File: config.mk
export PLATFORM = sky130hd
export DESIGN_NAME = rgb_pixel_distance_grey
export DESIGN_NICKNAME = d
export VERILOG_FILES = /design/src/sv/rpdg_pkg.sv /design/src/sv/rgb_pixel_distance_grey.sv /design/src/sv/rpdg_sqdist.sv /design/src/sv/rpdg_isqrt.sv
export SDC_FILE = /design/constraint.sdc
export NUM_CORES = 1
export LEC_CHECK = 0
export BUFFER_PORTS_ARGS = -buffer_cell sky130_fd_sc_hd__buf_4
export CORE_AREA = 2 2 226 206
export CTS_BUF_LIST = sky130_fd_sc_hd__clkbuf_8
export DETAILED_ROUTE_END_ITERATION = 8
export DIE_AREA = 0 0 228 208
export GPL_ROUTABILITY_DRIVEN = 0
export PLACE_DENSITY = 0.7
export SLEW_MARGIN = 5
export SYNTH_ARGS = -nofsm -noshare
export SYNTH_HDL_FRONTEND = slang
export SYNTH_HIERARCHICAL = 1
export SYNTH_SLANG_ARGS = --single-unit
export TNS_END_PERCENT = 30
File: constraint.sdc
create_clock -name clk_i -period 10.95 [get_ports clk_i]
set_input_delay 1.6425 -clock clk_i [delete_from_list [all_inputs] [get_ports clk_i]]
set_output_delay 1.6425 -clock clk_i [all_outputs]
set_load 0.01 [all_outputs]
File: src/sv/rpdg_pkg.sv
// Types and constants shared by the pixel distance grey pipeline.
`default_nettype none

package rpdg_pkg;

  localparam int unsigned ChanW  = 8;
  localparam int unsigned SumW   = 18;
  localparam int unsigned QuoW   = 16;
  localparam int unsigned RootW  = 8;
  localparam int unsigned ProdW  = 36;

  // floor(x / 3) equals (x * Recip3) >> Recip3Shift for every x below 2**18.
  localparam logic [SumW-1:0] Recip3      = 18'd174763;
  localparam int unsigned     Recip3Shift = 19;

  localparam logic [ChanW-1:0] OpaqueAlpha = 8'hff;

  // Red sits in the lowest byte, alpha in the highest.
  typedef struct packed {
    logic [ChanW-1:0] alpha;
    logic [ChanW-1:0] blue;
    logic [ChanW-1:0] green;
    logic [ChanW-1:0] red;
  } rgba_t;

  typedef struct packed {
    logic masked;
    logic last;
  } side_t;

endpackage

`default_nettype wire

File: src/sv/rgb_pixel_distance_grey.sv
// Top level of the RGB pixel distance to grey converter.
// Takes one pair of RGBA pixels per transfer and delivers the grey level
// floor(sqrt(floor((dr^2 + dg^2 + db^2) / 3))) as an opaque grey ARGB word; a
// pair with either alpha at zero gives opaque black with the masked flag set.
// One pixel pair is accepted every clock unless a stall holds off the input:
// four stages form the difference, squares, sum and reciprocal multiply by
// three, four stages resolve two root bits each, and one output register
// holds the result. Stalls from the output side back up only through full
// stages, so bubbles are squeezed out before the input is held off.
`default_nettype none

module rgb_pixel_distance_grey (
  input  wire logic        clk_i,
  input  wire logic        rst_ni,
  input  wire logic        s_axis_tvalid,
  output logic             s_axis_tready,
  // first_red, first_green, first_blue, first_alpha,
  // second_red, second_green, second_blue, second_alpha
  input  wire logic [63:0] s_axis_tdata,
  // end_of_image
  input  wire logic        s_axis_tlast,
  output logic             m_axis_tvalid,
  input  wire logic        m_axis_tready,
  // grey_level [7:0], out_pixel [39:8]
  output logic [39:0]      m_axis_tdata,
  // masked
  output logic             m_axis_tuser,
  // end_of_image_out
  output logic             m_axis_tlast
);

  rpdg_pkg::rgba_t first_pix;
  rpdg_pkg::rgba_t second_pix;

  logic                        sd_valid;
  logic                        sd_ready;
  logic [rpdg_pkg::QuoW-1:0]   sd_quo;
  rpdg_pkg::side_t             sd_side;

  logic                        sq_valid;
  logic                        sq_ready;
  logic [rpdg_pkg::RootW-1:0]  sq_root;
  rpdg_pkg::side_t             sq_side;

  logic                        out_valid_q;
  logic                        out_valid_d;
  logic [rpdg_pkg::RootW-1:0]  grey_q;
  rpdg_pkg::side_t             side_q;

  assign first_pix  = rpdg_pkg::rgba_t'(s_axis_tdata[31:0]);
  assign second_pix = rpdg_pkg::rgba_t'(s_axis_tdata[63:32]);

  rpdg_sqdist u_sqdist (
    .clk_i       (clk_i),
    .rst_ni      (rst_ni),
    .in_valid_i  (s_axis_tvalid),
    .in_ready_o  (s_axis_tready),
    .first_i     (first_pix),
    .second_i    (second_pix),
    .last_i      (s_axis_tlast),
    .out_valid_o (sd_valid),
    .out_ready_i (sd_ready),
    .quo_o       (sd_quo),
    .side_o      (sd_side)
  );

  rpdg_isqrt u_isqrt (
    .clk_i       (clk_i),
    .rst_ni      (rst_ni),
    .in_valid_i  (sd_valid),
    .in_ready_o  (sd_ready),
    .rad_i       (sd_quo),
    .side_i      (sd_side),
    .out_valid_o (sq_valid),
    .out_ready_i (sq_ready),
    .root_o      (sq_root),
    .side_o      (sq_side)
  );

  assign sq_ready    = !out_valid_q || m_axis_tready;
  assign out_valid_d = sq_ready ? sq_valid : out_valid_q;

  always_ff @(posedge clk_i or negedge rst_ni) begin
    if (!rst_ni) begin
      out_valid_q <= 1'b0;
    end else begin
      out_valid_q <= out_valid_d;
    end
  end

  // The root of a 16-bit radicand never exceeds 255, so no clamp logic is needed.
  always_ff @(posedge clk_i) begin
    if (sq_ready && sq_valid) begin
      grey_q <= sq_root;
      side_q <= sq_side;
    end
  end

  assign m_axis_tvalid = out_valid_q;
  assign m_axis_tdata  = {rpdg_pkg::OpaqueAlpha, grey_q, grey_q, grey_q, grey_q};
  assign m_axis_tuser  = side_q.masked;
  assign m_axis_tlast  = side_q.last;

endmodule

`default_nettype wire

File: src/sv/rpdg_sqdist.sv
// Pipelined squared color distance divided by three.
`default_nettype none

module rpdg_sqdist (
  input  wire logic                        clk_i,
  input  wire logic                        rst_ni,
  input  wire logic                        in_valid_i,
  output logic                             in_ready_o,
  input  wire rpdg_pkg::rgba_t             first_i,
  input  wire rpdg_pkg::rgba_t             second_i,
  input  wire logic                        last_i,
  output logic                             out_valid_o,
  input  wire logic                        out_ready_i,
  output logic [rpdg_pkg::QuoW-1:0]        quo_o,
  output rpdg_pkg::side_t                  side_o
);

  localparam int unsigned NumStages = 4;

  logic [NumStages-1:0] valid_q;
  logic [NumStages-1:0] valid_d;
  logic [NumStages-1:0] valid_in;
  logic [NumStages:0]   stage_rdy;
  logic [NumStages-1:0] load;

  logic [rpdg_pkg::ChanW-1:0] dr_q, dg_q, db_q;
  logic [2*rpdg_pkg::ChanW-1:0] sqr_q, sqg_q, sqb_q;
  logic [rpdg_pkg::SumW-1:0]  sum_q;
  logic [rpdg_pkg::ProdW-1:0] prod_q;
  rpdg_pkg::side_t side_q [NumStages];
  rpdg_pkg::side_t side_in;
  logic            masked;

  function automatic logic [rpdg_pkg::ChanW-1:0] abs_diff(
    input logic [rpdg_pkg::ChanW-1:0] a,
    input logic [rpdg_pkg::ChanW-1:0] b
  );
    return (a > b) ? (a - b) : (b - a);
  endfunction

  // A stage can take new data when it is empty or its content moves on.
  always_comb begin
    stage_rdy[NumStages] = out_ready_i;
    for (int k = NumStages - 1; k >= 0; k--) begin
      stage_rdy[k] = !valid_q[k] || stage_rdy[k+1];
    end
  end

  assign valid_in = {valid_q[NumStages-2:0], in_valid_i};
  assign load     = stage_rdy[NumStages-1:0] & valid_in;

  always_comb begin
    for (int k = 0; k < NumStages; k++) begin
      valid_d[k] = stage_rdy[k] ? valid_in[k] : valid_q[k];
    end
  end

  always_ff @(posedge clk_i or negedge rst_ni) begin
    if (!rst_ni) begin
      valid_q <= '0;
    end else begin
      valid_q <= valid_d;
    end
  end

  assign masked         = (first_i.alpha == '0) || (second_i.alpha == '0);
  assign side_in.masked = masked;
  assign side_in.last   = last_i;

  // A masked pair enters with zero differences, so its grey level comes out as zero.
  always_ff @(posedge clk_i) begin
    if (load[0]) begin
      dr_q      <= masked ? '0 : abs_diff(first_i.red, second_i.red);
      dg_q      <= masked ? '0 : abs_diff(first_i.green, second_i.green);
      db_q      <= masked ? '0 : abs_diff(first_i.blue, second_i.blue);
      side_q[0] <= side_in;
    end
    if (load[1]) begin
      sqr_q     <= {8'd0, dr_q} * {8'd0, dr_q};
      sqg_q     <= {8'd0, dg_q} * {8'd0, dg_q};
      sqb_q     <= {8'd0, db_q} * {8'd0, db_q};
      side_q[1] <= side_q[0];
    end
    if (load[2]) begin
      sum_q     <= rpdg_pkg::SumW'(sqr_q) + rpdg_pkg::SumW'(sqg_q)
                   + rpdg_pkg::SumW'(sqb_q);
      side_q[2] <= side_q[1];
    end
    if (load[3]) begin
      prod_q    <= rpdg_pkg::ProdW'(sum_q) * rpdg_pkg::ProdW'(rpdg_pkg::Recip3);
      side_q[3] <= side_q[2];
    end
  end

  assign in_ready_o  = stage_rdy[0];
  assign out_valid_o = valid_q[NumStages-1];
  assign quo_o       = prod_q[rpdg_pkg::Recip3Shift +: rpdg_pkg::QuoW];
  assign side_o      = side_q[NumStages-1];

endmodule

`default_nettype wire

File: src/sv/rpdg_isqrt.sv
// Pipelined integer square root, two result bits per stage.
`default_nettype none

module rpdg_isqrt (
  input  wire logic                        clk_i,
  input  wire logic                        rst_ni,
  input  wire logic                        in_valid_i,
  output logic                             in_ready_o,
  input  wire logic [rpdg_pkg::QuoW-1:0]   rad_i,
  input  wire rpdg_pkg::side_t             side_i,
  output logic                             out_valid_o,
  input  wire logic                        out_ready_i,
  output logic [rpdg_pkg::RootW-1:0]       root_o,
  output rpdg_pkg::side_t                  side_o
);

  localparam int unsigned NumStages = rpdg_pkg::RootW / 2;
  localparam int unsigned RemW      = rpdg_pkg::RootW + 1;
  localparam int unsigned AccW      = RemW + 2;

  typedef struct packed {
    logic [rpdg_pkg::QuoW-1:0]  rad;
    logic [RemW-1:0]            rem;
    logic [rpdg_pkg::RootW-1:0] root;
    rpdg_pkg::side_t            side;
  } sq_stage_t;

  logic [NumStages-1:0] valid_q;
  logic [NumStages-1:0] valid_d;
  logic [NumStages-1:0] valid_in;
  logic [NumStages:0]   stage_rdy;
  logic [NumStages-1:0] load;

  sq_stage_t stage_q  [NumStages];
  sq_stage_t stage_in [NumStages];

  // Two steps of the digit-by-digit method; each takes the next two radicand bits.
  function automatic sq_stage_t sqrt_pair(input sq_stage_t s);
    sq_stage_t       r;
    logic [AccW-1:0] acc;
    logic [AccW-1:0] trial;
    r = s;
    for (int i = 0; i < 2; i++) begin
      acc   = {r.rem, r.rad[rpdg_pkg::QuoW-1 -: 2]};
      trial = {1'b0, r.root, 2'b01};
      if (acc >= trial) begin
        r.rem  = RemW'(acc - trial);
        r.root = {r.root[rpdg_pkg::RootW-2:0], 1'b1};
      end else begin
        r.rem  = acc[RemW-1:0];
        r.root = {r.root[rpdg_pkg::RootW-2:0], 1'b0};
      end
      r.rad = {r.rad[rpdg_pkg::QuoW-3:0], 2'b00};
    end
    return r;
  endfunction

  always_comb begin
    stage_rdy[NumStages] = out_ready_i;
    for (int k = NumStages - 1; k >= 0; k--) begin
      stage_rdy[k] = !valid_q[k] || stage_rdy[k+1];
    end
  end

  assign valid_in = {valid_q[NumStages-2:0], in_valid_i};
  assign load     = stage_rdy[NumStages-1:0] & valid_in;

  always_comb begin
    for (int k = 0; k < NumStages; k++) begin
      valid_d[k] = stage_rdy[k] ? valid_in[k] : valid_q[k];
    end
  end

  always_ff @(posedge clk_i or negedge rst_ni) begin
    if (!rst_ni) begin
      valid_q <= '0;
    end else begin
      valid_q <= valid_d;
    end
  end

  always_comb begin
    stage_in[0].rad  = rad_i;
    stage_in[0].rem  = '0;
    stage_in[0].root = '0;
    stage_in[0].side = side_i;
    for (int k = 1; k < NumStages; k++) begin
      stage_in[k] = stage_q[k-1];
    end
  end

  for (genvar g = 0; g < NumStages; g++) begin : g_stage
    always_ff @(posedge clk_i) begin
      if (load[g]) begin
        stage_q[g] <= sqrt_pair(stage_in[g]);
      end
    end
  end

  assign in_ready_o  = stage_rdy[0];
  assign out_valid_o = valid_q[NumStages-1];
  assign root_o      = stage_q[NumStages-1].root;
  assign side_o      = stage_q[NumStages-1].side;

endmodule

`default_nettype wire

==> results.json, run 1 <==
{
  "run_status": "complete, no violations",
  "n_antenna_cell": 0,
  "final_hold_viol_count": 0,
  "fin_tns_setup_ns": 0,
  "main_combinational_cell_family_by_area_after_synthesis": "adder cells",
  "grt_start_max_net_pins": 48,
  "yosys.cell_count.top_type": "inv_1",
  "synth.top_cells.by_count": "inv_1 (440), ha_1 (342), fa_1 (204)",
  "synth-simple-area-share": 0.105,
  "die_y_um": 208,
  "clk_transition_reported_paths_ns": 0.08,
  "syn2layout_area_growth_pct": 9.14,
  "yosys.area.top_type": "edfxtp_1",
  "timing.final.ws_setup_ns": 4.80,
  "cts.root.buffer_cell": "clkbuf_8",
  "fp-row-count": 74,
  "post_synth_cell_types": 93,
  "final_period_minus_worst_setup_slack_ns": 6.15,
  "syn_avg_cell_area_sq_um": 10.4,
  "unrepaired_setup_endpoints_after_global_routing": "no",
  "io_buffers": 104,
  "die-area_sq_um": 47400,
  "vias_in_the_first_global_route": 15500,
  "max_cap_violations": 0,
  "ys_seq_area_frac": 0.277,
  "tritoncts": "yes",
  "finalInstanceArea_sq_um": 24300,
  "detailed_route_drc_error_count": 0,
  "floorplan.die.width_um": 228,
  "wire_length_of_the_first_global_routing_pass_um": 72600,
  "critPathKind": "reg -> reg",
  "worst_setup_path_start_kind": "register",
  "vias": 14900,
  "avgRoutedWirePerCell_um": 14.7,
  "antenna_violations_before_repair": 0,
  "setup_viol_count_final": 0,
  "timing.max_slew.rel_slack": 0.292,
  "crit_fanout": 7,
  "final_net_count": 2854,
  "placement.cell_area_sq_um": 23500,
  "avgViaCountPerCell": 5.17,
  "slew_of_the_pin_with_the_lowest_slew_margin_ns": 1.06,
  "timing.critical_path.arrival_ns": 6.48,
  "synth-adder-area-share": 0.376,
  "synth_mux_area_frac": 0.0156,
  "dpl_worst_slack_ns": 4.92,
  "post_synth_xor_area_fraction": 0.0496,
  "number_of_pins_exceeding_their_max_slew_limit_in_the_final_report": 0,
  "yosys_most_used_dff": "edfxtp_1",
  "crit_path_end_kind": "register",
  "start_util": 0.494,
  "wl_um": 42300,
  "layout_cell_share_with_drive_strength_beyond_1": 0.0940,
  "class_of_the_tightest_hold_or_removal_check": "reg -> reg",
  "cts.repair.resized": 0,
  "ys_top_cells_by_area": "edfxtp_1 (27%), ha_1 (19%), fa_1 (18%)",
  "synth_seq_cells": 207,
  "peak_freq_ghz": 0.163,
  "clk-insertion-delay-late_ns": 0.62,
  "postSynth.asyncResetShare": 0.0435,
  "syn_area_sq_um": 22200,
  "final_core_util": 0.539,
  "cts_inserted_buffers": 38,
  "ctsHoldBuffers": 0,
  "cts_post_setup_buffers_inserted": 0,
  "dr.first_iter.drc_count": 682,
  "required_ns": 11.28,
  "ant_nets": 0,
  "yosysWarningCount": 6,
  "ioPinCount": 113,
  "place_hpwl_um": 35400,
  "grt.total_usage": 0.184,
  "numClockSinks": 207,
  "post-route-period-util": 0.562,
  "grt_overflow_total": 0,
  "syn-instance-count": 2136,
  "design.core.area_sq_um": 45000,
  "synth-compound-area-share": 0.0866,
  "finalClockSkew_ns": 0.0435,
  "clk_path_buf_depth": 3,
  "first_pass_iters": 5,
  "synth_edf_count": 198,
  "h-tree-depth": 2,
  "synth_top_area_share": 0.267
}
[critical path, cell delays in order, from the launching register on]
cell and delay, ns:
edfxtp_1 0.52, ha_1 0.44, xor2_1 0.33, ha_1 0.31
inv_1 0.08, fa_1 0.42, inv_1 0.09, fa_1 0.41
fa_1 0.55, inv_1 0.05, fa_1 0.53, inv_1 0.04
ha_1 0.35, nand4_1 0.19, nor3_1 0.18, a21oi_1 0.11
nand4_1 0.19, nand3_1 0.20, a211oi_1 0.47, o221ai_1 0.24
xnor2_1 0.17
[worst paths after layout]
kind	to	start	cells after the start	slack (ns)
setup / recovery	u_sqdist/prod_q[34]	u_sqdist/sum_q[1]	20	4.80
setup reg to reg	u_sqdist/prod_q[34]	u_sqdist/sum_q[1]	20	4.80
hold reg to reg	grey_q[0]	u_isqrt/stage_q[3][2]	0	0.39
max in group asynchronous	u_isqrt/valid_q[3]	rst_ni	1	9.94
min in group asynchronous	u_isqrt/valid_q[1]	rst_ni	1	0.88
hold / removal	grey_q[0]	u_isqrt/stage_q[3][2]	0	0.39
[cells in the final DEF, fill, tap and decap left out, types with 20 or more instances in the layout]
cell type	n
a21o_1	40
mux2i_1	20
nand2_1	90
clkbuf_8	39
edfxtp_1	198
buf_4	106
xnor2_1	99
o21ai_0	49
xor2_1	27
nand3_1	24
nand2b_1	26
a21oi_1	68
nor3_1	30
nor2_1	99
ha_1	342
nor2b_1	38
inv_1	447
and2_1	57
fa_1	204
[cell type report]
cell class                 instances  area, sq um
clock buffer                      39          537
clock inverter                    29          236
fill                            3923        20700
inverter                         442         1670
multi-input combinational       1444        14100
sequential                       207         6170
tap                              608          761
timing repair buffer             106          796
[through the flow]
| step | std cells | hold slack [ns] |
|---|---|---|
| after global placement | 2807 | 0.401 |
| after detailed placement | 2807 | 0.405 |
| after global routing | 2875 | 0.410 |
| after CTS | 2875 | 0.395 |
| final | 2875 | 0.394 |
| after floorplan | 2145 | 0.400 |
[flip-flops by register name, summed over array words and instances, names as in the netlist, 4 cells and up]
name	count
u_isqrt/stage_q	77
u_sqdist/sum_q	18
u_sqdist/prod_q	16
u_sqdist/sqb_q	15
u_sqdist/sqg_q	15
u_sqdist/sqr_q	15
grey_q	8
u_sqdist/db_q	8
u_sqdist/dg_q	8
u_sqdist/dr_q	8
u_sqdist/side_q	8
u_isqrt/valid_q	4
u_sqdist/valid_q	4
[cells by family after synthesis]
| family | count (synthesis) |
|---|---|
| AOI/OAI and AO/OA | 281 |
| adders and majority gates | 546 |
| DFF | 207 |
| xor gates and xnor gates | 126 |
| buffers and inverters | 494 |
| and+or+nand+nor | 447 |
| other | 2 |
| muxes | 33 |
[routing by layer]
metal | vias up | GRT usage | wire, um
li1 | 7286 | - | -
met1 | 7194 | 0.231 | 18500
met2 | 336 | 0.326 | 20900
met3 | 52 | 0.0311 | 1960
met4 | 0 | 0.0550 | 942
met5 | - | 0 | 0
Power of run 1 is not shown: default switching activity piles up to over one toggle a cycle in this logic, so the estimate is an artifact.
==> run 2: changes to the inputs <==
- clock period: 10.95 -> 6.05 ns (I/O delays scaled with it)
==> results.json, run 2 (synthesis gave the netlist of run 1 again) <==
{
  "grt_start_max_net_pins": 48,
  "final_cell_mix": "inv_1 (450), ha_1 (339), fa_1 (204), edfxtp_1 (198), buf_4 (122)",
  "antenna_violations_before_repair": 1,
  "cts.root.buffer_cell": "clkbuf_8",
  "layout.cells.most_common": "inv_1",
  "layout_cell_share_with_drive_strength_beyond_1": 0.104,
  "final_net_count": 2870,
  "run_status": "complete, no violations",
  "clk_path_buf_depth": 3,
  "die_y_um": 208,
  "slowest_stage": "fa_1",
  "grt.total_usage": 0.181,
  "met1Wirelength_um": 18400,
  "first_pass_iters": 5,
  "die-area_sq_um": 47400,
  "wl_um": 42100,
  "fp-row-count": 74,
  "syn2layout_area_growth_pct": 10.1,
  "fin_tns_setup_ns": 0,
  "vias": 14900,
  "timing.critical_path.arrival_ns": 6.06,
  "ioPinCount": 113,
  "floorplan.die.width_um": 228,
  "max_cap_violations": 0,
  "required_ns": 6.36,
  "grt_overflow_total": 0,
  "start_util": 0.494,
  "crit_path_end_kind": "register",
  "crit_top_cell": "fa_1",
  "dr.first_iter.drc_count": 731,
  "peak_freq_ghz": 0.174,
  "dr.max_layer_used": "met4",
  "worst_setup_path_start_kind": "register",
  "wire_length_of_the_first_global_routing_pass_um": 71800,
  "timing.final.ws_setup_ns": 0.298,
  "final_hold_viol_count": 0,
  "ctsHoldBuffers": 0,
  "vias_in_the_first_global_route": 15700,
  "clk_transition_reported_paths_ns": 0.06,
  "design.core.area_sq_um": 45000,
  "h-tree-depth": 2,
  "setup_viol_count_final": 0,
  "class_of_the_tightest_hold_or_removal_check": "in -> async",
  "slew_of_the_pin_with_the_lowest_slew_margin_ns": 1.07,
  "dpl_worst_slack_ns": 0.229,
  "crit_fanout": 4,
  "place_hpwl_um": 35100,
  "finalHoldWorstSlack_ns": 0.155,
  "timing.max_slew.rel_slack": 0.284,
  "max_reg_flops": 77,
  "avgRoutedWirePerCell_um": 14.6,
  "reg_top3": "u_isqrt/stage_q x77, u_sqdist/sum_q x18, u_sqdist/prod_q x16",
  "largest_register": "u_isqrt/stage_q",
  "wl_met3_um": 1920,
  "post-route-period-util": 0.951,
  "slowest_delay_ns": 0.54,
  "number_of_pins_exceeding_their_max_slew_limit_in_the_final_report": 0,
  "cts_inserted_buffers": 38,
  "detailed_route_drc_error_count": 0,
  "ant_nets": 0,
  "critical_path.cell_chain": "buf_4, ha_4, fa_1, inv_1, fa_1, inv_1, fa_1, inv_1, fa_1, fa_1, inv_1, ha_1, a21o_1, a31oi_1, a21boi_1, nand4_1, nand3_2, a211oi_2, buf_4, o221ai_1, xnor2_1",
  "avgViaCountPerCell": 5.15,
  "finalClockSkew_ns": 0.0303,
  "route.met2.wl_um": 20500,
  "critPathKind": "reg -> reg",
  "numClockSinks": 207,
  "final_period_minus_worst_setup_slack_ns": 5.75,
  "clk-insertion-delay-late_ns": 0.58,
  "tritoncts": "yes",
  "io_buffers": 104
}
run 2: cell types whose count changed in the layout (fill, tap and decap cells not counted), moves of 2 or more:
cell      delta
buf_4       +16
ha_1         -3
clkinv_2     -5
ha_2         +2
clkbuf_8     +6
inv_1        +3
clkinv_1     -4
run 2: stage by stage:
stage          instance area, sq um  utilization  cells
2_1_floorplan                 22300            -   2145
3_3_place_gp                  23500        0.523   2812
3_5_place_dp                  23500        0.523   2812
4_1_cts                       24400        0.542   2881
5_1_grt                       24500        0.544   2893
6_report                      24500        0.544   2893
run 2: worst max-delay path, delay by kind of cell, from the launching register on:
family,cells,cell delay [ns]
adder cells (fa/ha/maj),7,3.13
AO/OA/AOI/OAI,5,0.84
buffers and inverters,6,0.56
flip-flops,1,0.45
AND/OR/NAND/NOR,2,0.40
XOR/XNOR,1,0.10
run 2: layer usage:
metal  global-route usage  vias up
met1                0.224     7208
met5                    0        -
met3               0.0297       67
met2                0.320      310
met4               0.0669        0
li1                     -     7309
run 2: path summary, 6_finish.rpt:
path	slack, ns	cells past startpoint	end	startpoint
max	0.30	21	u_sqdist/prod_q[34]	u_sqdist/sum_q[3]
min	0.16	1	u_sqdist/valid_q[1]	rst_ni
max reg2reg	0.30	21	u_sqdist/prod_q[34]	u_sqdist/sum_q[3]
min reg2reg	0.40	0	u_isqrt/stage_q[0][28]	u_sqdist/prod_q[28]
max in group asynchronous	5.75	1	u_sqdist/valid_q[3]	rst_ni
min in group clk_i	0.40	0	u_isqrt/stage_q[0][28]	u_sqdist/prod_q[28]
run 2: final cells by class:
class / instances / area, sq um
diodes: 1 / 2.50
clock buffers: 45 / 619
clock inverters: 24 / 213
fillers: 3919 / 20500
inverters: 442 / 1670
multi-input cells: 1444 / 14100
flip-flops and latches: 207 / 6170
well taps: 608 / 761
repair buffers: 122 / 916
run 2: repair_timing:
action	4_1_cts	5_1_grt
buffers inserted	0	11
setup endpoints to repair	0	5
gates resized for setup	0	7
Power of run 2 is left out for the same reason.
